`src/hit_word_frame_packer_defines.svh`:
```
// ----------------------------------------------------------------------------
// hit_word_frame_packer_defines
// Assertion macros for the hit word frame packer. The checks compile away when
// SYNTHESIS is defined.
// ----------------------------------------------------------------------------
`ifndef HIT_WORD_FRAME_PACKER_DEFINES_SVH
`define HIT_WORD_FRAME_PACKER_DEFINES_SVH
`ifndef SYNTHESIS
// Clocked property check that is switched off while reset is asserted.
`define HWFP_ASSERT(name, clk, rst_n, prop) \
  name: assert property (@(posedge clk) disable iff (!rst_n) (prop)) \
    else $error("hwfp assertion failed");
// Same check with a caller supplied message.
`define HWFP_ASSERT_MSG(name, clk, rst_n, prop, msg) \
  name: assert property (@(posedge clk) disable iff (!rst_n) (prop)) \
    else $error(msg);
`else
`define HWFP_ASSERT(name, clk, rst_n, prop)
`define HWFP_ASSERT_MSG(name, clk, rst_n, prop, msg)
`endif
`endif

```
`src/hwfp_pkg.sv`:
```
// ----------------------------------------------------------------------------
// hwfp_pkg
// Field widths, fixed constants and beat types of the hit word frame packer.
// ----------------------------------------------------------------------------
package hwfp_pkg;

  localparam int unsigned SLOT_W  = 9;
  localparam int unsigned PAD_W   = 8;
  localparam int unsigned PART_W  = 3;
  localparam int unsigned WORD_W  = PART_W + PAD_W;
  localparam int unsigned BYTE_W  = 8;
  localparam int unsigned ZERO_W  = 12;
  localparam int unsigned LEFT_W  = 7;
  localparam int unsigned LCNT_W  = 3;
  localparam int unsigned WCNT_W  = 3;

  localparam int unsigned FRAME_BYTES = 8;
  localparam int unsigned ZEROS_MAX   = 4095;

  typedef enum logic {
    REQ_HIT = 1'b0,
    REQ_END = 1'b1
  } req_e;

  typedef struct packed {
    logic [BYTE_W-1:0] byte_value;
    logic [ZERO_W-1:0] zeros_after;
    logic              last;
  } beat_t;

endpackage

```
`src/hwfp_stream_if.sv`:
```
// ----------------------------------------------------------------------------
// hwfp_stream_if
// Valid/ready channels of the packer: hit requests in, packed bytes out.
// ----------------------------------------------------------------------------
interface hwfp_hit_if;
  import hwfp_pkg::*;

  logic              valid;
  logic              ready;
  logic              req_type;
  logic [SLOT_W-1:0] slot;
  logic [PAD_W-1:0]  pad_index;
  logic [PART_W-1:0] partition;

  modport source (output valid, req_type, slot, pad_index, partition, input ready);
  modport sink   (input valid, req_type, slot, pad_index, partition, output ready);
endinterface

interface hwfp_byte_if;
  import hwfp_pkg::*;

  logic              valid;
  logic              ready;
  logic [BYTE_W-1:0] byte_value;
  logic [ZERO_W-1:0] zeros_after;
  logic              last;

  modport source (output valid, byte_value, zeros_after, last, input ready);
  modport sink   (input valid, byte_value, zeros_after, last, output ready);
endinterface

```
`src/hit_word_frame_packer.sv`:
```
// ----------------------------------------------------------------------------
// hit_word_frame_packer
// Each item's beats pass through the beat buffer and then the output register
// before its first byte shows on the output. One item per cycle while each
// item yields at most one byte and the output is not stalled; an item with
// more bytes holds the input while they drain through the single output port. Dropped hits yield no bytes.
// Reset (asynchronous, active low) empties the beat buffer and the output
// register and puts the packer at slot 0 with an empty frame.
// ----------------------------------------------------------------------------
`include "hit_word_frame_packer_defines.svh"

module hit_word_frame_packer #(
  parameter int unsigned PAGE_BYTES      = 4096,
  parameter int unsigned WORDS_PER_FRAME = 4
) (
  input  logic        clk_i,
  input  logic        rst_ni,
  hwfp_hit_if.sink    hits_i,
  hwfp_byte_if.source bytes_o
);
  import hwfp_pkg::*;

  // Width of the page arithmetic. It must hold both the page size and the
  // byte count of all 512 frames, plus headroom for the frame remainder.
  localparam int unsigned PAGE_W = $clog2(PAGE_BYTES + 1);
  localparam int unsigned TAIL_W = ((PAGE_W > 13) ? PAGE_W : 13) + 1;
  localparam logic [TAIL_W-1:0] PAGE_C  = TAIL_W'(PAGE_BYTES);
  localparam logic [TAIL_W-1:0] ZMAX_C  = TAIL_W'(ZEROS_MAX);
  localparam logic [WCNT_W-1:0] WPF_C   = WCNT_W'(WORDS_PER_FRAME);

  // Packing state of the open frame.
  logic [SLOT_W-1:0] cur_slot_q, cur_slot_d;
  logic [WCNT_W-1:0] words_q, words_d;
  logic [LEFT_W-1:0] lbits_q, lbits_d;
  logic [LCNT_W-1:0] lcnt_q, lcnt_d;

  // The beats that one item produces wait in a three entry buffer, which
  // is drained in order into the output register. Entry 0 is the head.
  beat_t      bund_q [3];
  beat_t      bund_d [3];
  logic [1:0] bund_cnt_q, bund_cnt_d;

  beat_t out_q;
  logic  out_vld_q;

  logic in_acc;
  logic in_rdy;
  logic move;

  // A beat moves from the buffer head into the output register whenever
  // that register is empty or is being emptied. New items are taken once the
  // buffer is empty or its last beat is leaving, so items that yield one byte
  // each can follow in every cycle while the output is not stalled.
  assign move   = (bund_cnt_q != 2'd0) && (!out_vld_q || bytes_o.ready);
  assign in_rdy = (bund_cnt_q == 2'd0) || ((bund_cnt_q == 2'd1) && move);
  assign in_acc = hits_i.valid && in_rdy;

  assign hits_i.ready       = in_rdy;
  assign bytes_o.valid      = out_vld_q;
  assign bytes_o.byte_value = out_q.byte_value;
  assign bytes_o.zeros_after = out_q.zeros_after;
  assign bytes_o.last       = out_q.last;

  // Classification of the incoming request.
  logic is_end, is_later, is_drop;

  // Closing byte and remainder of the open frame.
  logic [14:0]       close_sh;
  logic [BYTE_W-1:0] close_byte;
  logic [6:0]        words_x11;
  logic [ZERO_W-1:0] frame_rest;
  logic [SLOT_W-1:0] gap;
  logic [ZERO_W-1:0] z_skip;

  // Page padding for an end request.
  logic [TAIL_W-1:0] used_w, tail_w, zsum_w;
  logic [ZERO_W-1:0] z_end;

  // Word packing. A hit in a later slot packs into a fresh frame, so the
  // leftover bits are taken as empty in that case.
  logic [WORD_W-1:0] word;
  logic [LEFT_W-1:0] lb_eff;
  logic [LCNT_W-1:0] rc_eff;
  logic [14:0]       lb_sh;
  logic [3:0]        remain, remain2;
  logic [WORD_W-1:0] bits, bits2;
  logic              two;
  logic [BYTE_W-1:0] b1, b2;
  logic [WCNT_W-1:0] words_base;

  always_comb begin
    is_end   = (hits_i.req_type == REQ_END);
    is_later = !is_end && (hits_i.slot > cur_slot_q);
    is_drop  = !is_end && ((hits_i.slot < cur_slot_q) ||
               ((hits_i.slot == cur_slot_q) && (words_q >= WPF_C)));

    // The closing byte left-aligns the partial byte; with no leftover bits
    // the shift pushes everything out and the byte is zero.
    close_sh   = {8'd0, lbits_q} << (4'd8 - {1'b0, lcnt_q});
    close_byte = close_sh[BYTE_W-1:0];
    words_x11  = {4'd0, words_q} * 7'd11;
    frame_rest = ZERO_W'(FRAME_BYTES - 1) - {8'd0, words_x11[6:3]};

    gap    = hits_i.slot - cur_slot_q - 9'd1;
    z_skip = frame_rest + {gap, 3'b000};

    used_w = TAIL_W'({({1'b0, cur_slot_q} + 10'd1), 3'b000});
    tail_w = (PAGE_C > used_w) ? (PAGE_C - used_w) : '0;
    zsum_w = tail_w + TAIL_W'(frame_rest);
    z_end  = (zsum_w > ZMAX_C) ? ZERO_W'(ZEROS_MAX) : zsum_w[ZERO_W-1:0];

    word   = {hits_i.partition, hits_i.pad_index};
    lb_eff = is_later ? '0 : lbits_q;
    rc_eff = is_later ? '0 : lcnt_q;
    lb_sh  = {8'd0, lb_eff} << (4'd8 - {1'b0, rc_eff});
    remain = 4'd3 + {1'b0, rc_eff};
    b1     = lb_sh[BYTE_W-1:0] | BYTE_W'(word >> remain);
    bits   = word & ~(11'h7FF << remain);
    two    = (remain >= 4'd8);
    b2     = BYTE_W'(bits >> (remain - 4'd8));
    remain2 = two ? (remain - 4'd8) : remain;
    bits2  = bits & ~(11'h7FF << remain2);
    words_base = is_later ? '0 : words_q;
  end

  // Next state of the packer and of the beat buffer.
  always_comb begin
    beat_t c_close, c_first, c_second;

    cur_slot_d = cur_slot_q;
    words_d    = words_q;
    lbits_d    = lbits_q;
    lcnt_d     = lcnt_q;
    bund_d     = bund_q;
    bund_cnt_d = bund_cnt_q;

    c_close  = '{byte_value: close_byte, zeros_after: z_skip, last: 1'b0};
    c_first  = '{byte_value: b1, zeros_after: '0, last: !two};
    c_second = '{byte_value: b2, zeros_after: '0, last: 1'b1};

    if (move) begin
      bund_d[0]  = bund_q[1];
      bund_d[1]  = bund_q[2];
      bund_cnt_d = bund_cnt_q - 2'd1;
    end

    if (in_acc) begin
      if (is_end) begin
        bund_d[0]  = '{byte_value: close_byte, zeros_after: z_end, last: 1'b1};
        bund_cnt_d = 2'd1;
        cur_slot_d = '0;
        words_d    = '0;
        lbits_d    = '0;
        lcnt_d     = '0;
      end else if (is_drop) begin
        bund_cnt_d = 2'd0;
      end else begin
        if (is_later) begin
          bund_d[0]  = c_close;
          bund_d[1]  = c_first;
          bund_d[2]  = c_second;
          bund_cnt_d = two ? 2'd3 : 2'd2;
        end else begin
          bund_d[0]  = c_first;
          bund_d[1]  = c_second;
          bund_cnt_d = two ? 2'd2 : 2'd1;
        end
        cur_slot_d = hits_i.slot;
        words_d    = words_base + 3'd1;
        lbits_d    = bits2[LEFT_W-1:0];
        lcnt_d     = remain2[LCNT_W-1:0];
      end
    end
  end

  always_ff @(posedge clk_i or negedge rst_ni) begin
    if (!rst_ni) begin
      cur_slot_q <= '0;
      words_q    <= '0;
      lbits_q    <= '0;
      lcnt_q     <= '0;
      bund_cnt_q <= 2'd0;
      out_vld_q  <= 1'b0;
    end else begin
      cur_slot_q <= cur_slot_d;
      words_q    <= words_d;
      lbits_q    <= lbits_d;
      lcnt_q     <= lcnt_d;
      bund_cnt_q <= bund_cnt_d;
      if (move) begin
        out_vld_q <= 1'b1;
      end else if (bytes_o.ready) begin
        out_vld_q <= 1'b0;
      end
    end
  end

  // Payload registers carry no reset.
  always_ff @(posedge clk_i) begin
    bund_q <= bund_d;
    if (move) begin
      out_q <= bund_q[0];
    end
  end

  // A frame never holds more words than configured.
  `HWFP_ASSERT(a_words_bound, clk_i, rst_ni, words_q <= WPF_C)
  // The partial byte has no bits above its valid count.
  `HWFP_ASSERT(a_left_clean, clk_i, rst_ni, (lbits_q >> lcnt_q) == '0)
  // An end request returns the packer to an empty frame at slot 0.
  `HWFP_ASSERT_MSG(a_end_clears, clk_i, rst_ni, in_acc && is_end |=> cur_slot_q == '0 && words_q == '0 && lcnt_q == '0, "end request left state behind")
  // Without an end request the open slot only moves forward.
  `HWFP_ASSERT_MSG(a_slot_mono, clk_i, rst_ni, !(in_acc && is_end) |=> cur_slot_q >= $past(cur_slot_q), "open slot went backward")

endmodule

```
`src/flat_wrapper.sv`:
```
// flat-port wrapper written by rule: the top's interface ports become plain ports
module hit_word_frame_packer_flat import hwfp_pkg::*;
#(
  parameter int unsigned PAGE_BYTES      = 4096,
  parameter int unsigned WORDS_PER_FRAME = 4
)
  (clk_i, rst_ni, hits_i_valid, hits_i_req_type, hits_i_slot, hits_i_pad_index, hits_i_partition, hits_i_ready, bytes_o_valid, bytes_o_byte_value, bytes_o_zeros_after, bytes_o_last, bytes_o_ready);
  hwfp_hit_if hits_i_i ();
  hwfp_byte_if bytes_o_i ();
  input  logic clk_i;
  input  logic rst_ni;
  input wire logic [$bits(hits_i_i.valid)-1:0] hits_i_valid;
  input wire logic [$bits(hits_i_i.req_type)-1:0] hits_i_req_type;
  input wire logic [$bits(hits_i_i.slot)-1:0] hits_i_slot;
  input wire logic [$bits(hits_i_i.pad_index)-1:0] hits_i_pad_index;
  input wire logic [$bits(hits_i_i.partition)-1:0] hits_i_partition;
  output wire logic [$bits(hits_i_i.ready)-1:0] hits_i_ready;
  output wire logic [$bits(bytes_o_i.valid)-1:0] bytes_o_valid;
  output wire logic [$bits(bytes_o_i.byte_value)-1:0] bytes_o_byte_value;
  output wire logic [$bits(bytes_o_i.zeros_after)-1:0] bytes_o_zeros_after;
  output wire logic [$bits(bytes_o_i.last)-1:0] bytes_o_last;
  input wire logic [$bits(bytes_o_i.ready)-1:0] bytes_o_ready;
  assign hits_i_i.valid = hits_i_valid;
  assign hits_i_i.req_type = hits_i_req_type;
  assign hits_i_i.slot = hits_i_slot;
  assign hits_i_i.pad_index = hits_i_pad_index;
  assign hits_i_i.partition = hits_i_partition;
  assign hits_i_ready = hits_i_i.ready;
  assign bytes_o_valid = bytes_o_i.valid;
  assign bytes_o_byte_value = bytes_o_i.byte_value;
  assign bytes_o_zeros_after = bytes_o_i.zeros_after;
  assign bytes_o_last = bytes_o_i.last;
  assign bytes_o_i.ready = bytes_o_ready;
  hit_word_frame_packer #(.PAGE_BYTES(PAGE_BYTES), .WORDS_PER_FRAME(WORDS_PER_FRAME)) u_core (.clk_i(clk_i), .rst_ni(rst_ni), .hits_i(hits_i_i), .bytes_o(bytes_o_i));
endmodule
```
`config.mk`:
```
export PLATFORM = sky130hd
export DESIGN_NAME = hit_word_frame_packer_flat
export DESIGN_NICKNAME = d
export VERILOG_FILES = /design/src/hwfp_pkg.sv /design/src/hwfp_stream_if.sv /design/src/hit_word_frame_packer.sv /design/src/flat_wrapper.sv
export VERILOG_INCLUDE_DIRS = /design/src /design/src/src
export SDC_FILE = /design/constraint.sdc
export NUM_CORES = 1
export LEC_CHECK = 0
export BUFFER_PORTS_ARGS = -buffer_cell sky130_fd_sc_hd__buf_2
export CELL_PAD_IN_SITES_DETAIL_PLACEMENT = 1
export CELL_PAD_IN_SITES_GLOBAL_PLACEMENT = 2
export CORE_UTILIZATION = 25
export CTS_BUF_LIST = sky130_fd_sc_hd__clkbuf_2
export DETAILED_ROUTE_END_ITERATION = 6
export GPL_TIMING_DRIVEN = 0
export MAX_ROUTING_LAYER = met4
export PLACE_DENSITY_LB_ADDON = 0.05
export SLEW_MARGIN = 10
export SYNTH_ARGS = -nofsm -noshare
export SYNTH_HDL_FRONTEND = slang
export SYNTH_SLANG_ARGS = --single-unit
```
`constraint.sdc`:
```
create_clock -name clk_i -period 5.7 [get_ports clk_i]
set_input_delay 0.285 -clock clk_i [delete_from_list [all_inputs] [get_ports clk_i]]
set_output_delay 0.285 -clock clk_i [all_outputs]
set_load 0.05 [all_outputs]
```
==> results.cfg <==
[worst_hold_path]
hold_class = in2reg
hold_depth = 3

[place]
io_buffers = 47
dp_slack_ps = 383
dp_hpwl_um = 21000
dpl_cell_area_um2 = 7500
finalWeightedCongestion = 0.897
dp.cells = 1155

[synthesis]
syn_inst = 766
async_flop_share = 0.260
seq_area_frac_synth = 0.343
avgSynthCellArea_um2 = 8.90
synthesis.nets = 837
synth_seq_cells = 96
synth_area_um2 = 6820
synth.distinct_cells = 86
yosys_warnings = 0
synth-edff-count = 29
synth_ff_type = dfxtp_1

[sta]
rsz0062_at_grt = no
drv_slew = 0
setup_slack_ps = 802
post-route-min-period_ps = 4900
fmax_mhz = 204
period_share = 0.859
skew_ps = 66.8
tns_ps = 0
setup_violations = 0
worstMarginPinSlew_ps = 953
hold_viol_final = 0
slew_headroom = 0.365

[finish]
nets = 913
area_growth_syn_to_layout_pct = 14.4
fillers = 3198
instances_no_fill = 1191
final_common_cell = nand2_1
layout_common_cells = nand2_1 (82), o21ai_0 (55), buf_2 (52)
finalInstanceArea_um2 = 7800
layout-drive-gt1-share = 0.129

[outcome]
violations = DRC
status = finished with violations

[clocking]
htreeDepth = 3
post_cts_buffers = 0
cts-root-buf = clkbuf_2
clockBufferDepth = 2
insertion_delay_ps = 650
tritoncts = done
cts_sinks = 96
path_clk_slew_ps = 350
cts_resized = 0
cts_buffers = 9

[floorplan]
start_util = 0.254
ios = 48
fp.coreArea_um2 = 26900
die_area_um2 = 27900
die_h_um = 167
rows = 60
die_w_um = 167

[detailed_routing]
drc = 1
vias_per_cell = 5.20
routed_wl_um = 26800
drt-initial-drc-count = 334
route.vias.total = 6196
ant_nets = 0
wl_per_cell_um = 22.5
firstDrtPassIters = 7

[global_route]
grt_max_degree = 29
grt_pass1_vias = 6477
grt_pass1_wl_um = 41300
grt_util_all_layers = 0.202
antenna_found_initial = 1
grt-ovfl-total = 0

[pwr]
power_per_cell_area_nw_per_um2 = 558
p_sw_mw = 2.40
seq_power_share = 0.257
p_int_mw = 1.96
power.total_mw = 4.35
clockPowerShare = 0.084
combPwrFrac = 0.660
p_sw_frac = 0.550
peakVddDrop_mv = 0.131
leakage_nw = 3.20

[setup_path]
crit_path_top_delay_cell = clkbuf_1
rr_worst_depth = 16
crit_required_ps = 6180
arrival_ps = 5380
critPathKind = reg2reg
crit_path_max_fanout = 18
cpMostUsedCell = clkbuf_1
endpoint_kind = flip-flop
max_stage_delay_ps = 470
cp-start-kind = flip-flop
crit_chain = clkbuf_1, inv_1, ha_1, o21ai_0, o21ba_2, nand3_2, nand3_4, nand2_1, ha_1, clkbuf_1, clkbuf_1, a21oi_1, o21ai_0, mux2i_1, a22oi_1, o22ai_1

[run]
drv_cap = 0
routing by layer:
layer | global-route usage | routed length, µm
met1 | 0.294 | 14000
met2 | 0.294 | 11300
met3 | 0.0303 | 1130
met4 | 0.0399 | 310
met5 | - | 0
cell families after synthesis:
kind of cell	synth area share
buffers and inverters	0.0471
XOR/XNOR	0.0437
AND/OR/NAND/NOR	0.174
adder cells (fa/ha/maj)	0.0888
flip-flops	0.343
multiplexers	0.0605
AO/OA/AOI/OAI	0.243
flip-flops by register name (all words and copies together), names as in the netlist, 2 cells and up:
| name | count |
|---|---|
| u_core.lcnt_q | 3 |
| u_core.bytes_o.byte_value | 8 |
| u_core.cur_slot_q | 9 |
| u_core.words_q | 3 |
| u_core.bund_cnt_q | 2 |
| u_core.bytes_o.zeros_after | 12 |
| u_core.bund_q | 50 |
| u_core.lbits_q | 7 |
critical path: cells and delay by family (launching register included):
family,cells,cell delay [ps]
DFF,1,400
muxes,1,150
AOI/OAI and AO/OA,6,1520
buffers and inverters,4,1290
and+or+nand+nor,3,720
adders and majority gates,2,700
worst paths after layout:
kind                                             startpoint                                      to  slack, ps
max                        u_core.cur_slot_q[7]$_DFFE_PN0P_               u_core.bund_q[62]$_DFF_P_        800
min                                     hits_i_pad_index[4]               u_core.bund_q[35]$_DFF_P_         80
max reg2reg                u_core.cur_slot_q[7]$_DFFE_PN0P_               u_core.bund_q[62]$_DFF_P_        800
min reg2reg                       u_core.bund_q[59]$_DFF_P_  u_core.bytes_o.byte_value[4]$_DFFE_PP_        440
max in group asynchronous                            rst_ni           u_core.words_q[1]$_DFFE_PN0P_       5020
min in group asynchronous                            rst_ni           u_core.lbits_q[6]$_DFFE_PN0P_        170
per-stage QoR:
step                       util  hold WS [ps]
after global routing      0.290          64.3
after detailed placement  0.279           390
after CTS                 0.290          21.7
after global placement    0.278           377
after floorplan               -         -10.6
final                     0.290          79.6
cell type report:
cell class              count  area (µm²)  area share
plain buffers              37         154      0.0197
diodes                      3        7.51    0.000962
flip-flops and latches     96        2340       0.300
inverters                  44         165      0.0212
clock buffers              10        50.0     0.00642
multi-input cells         588        4170       0.534
well taps                 341         427      0.0547
clock inverters             6        57.6     0.00738
repair buffers             66         435      0.0558
what timing repair did:
action | 4_1_cts | 5_1_grt
setup endpoints to repair | 0 | 1
hold buffers | 18 | 0
endpoints found under the hold margin | 42 | 0
power groups by stage:
stage / combinational [mW] / clock [mW] / sequential [mW]
after floorplan: 1.71 / 0 / 1.34
after global placement: 2.83 / 0 / 1.13
after detailed placement: 2.86 / 0 / 1.14
after CTS: 2.89 / 0.383 / 1.12
after global routing: 3.16 / 0.405 / 1.14
final: 2.87 / 0.365 / 1.12
synthesized netlist by cell type (5+ instances only):
cell | number | area (µm²)
inv_1 | 40 | 150
buf_2 | 5 | 25.0
a211oi_1 | 10 | 75.1
nor2_1 | 48 | 180
dfxtp_1 | 42 | 841
mux2_2 | 6 | 67.6
mux2i_1 | 30 | 300
clkbuf_1 | 30 | 113
or3_1 | 7 | 43.8
nor3_1 | 21 | 105
a21oi_1 | 45 | 225
o21bai_1 | 5 | 37.5
o22ai_1 | 15 | 93.8
o21a_1 | 5 | 37.5
ha_1 | 42 | 526
nor2b_1 | 13 | 81.3
edfxtp_1 | 29 | 871
a32o_1 | 7 | 70.1
o21ai_0 | 55 | 275
xor2_1 | 11 | 96.3
xnor2_1 | 23 | 201
dfrtp_1 | 25 | 626
a31oi_1 | 11 | 68.8
nand2b_1 | 5 | 31.3
and2_1 | 17 | 106
nand2_1 | 82 | 308
a32oi_1 | 5 | 43.8
a21o_1 | 11 | 82.6
nand3_1 | 17 | 85.1
No activity file was read; power rests on OpenSTA's default activity.
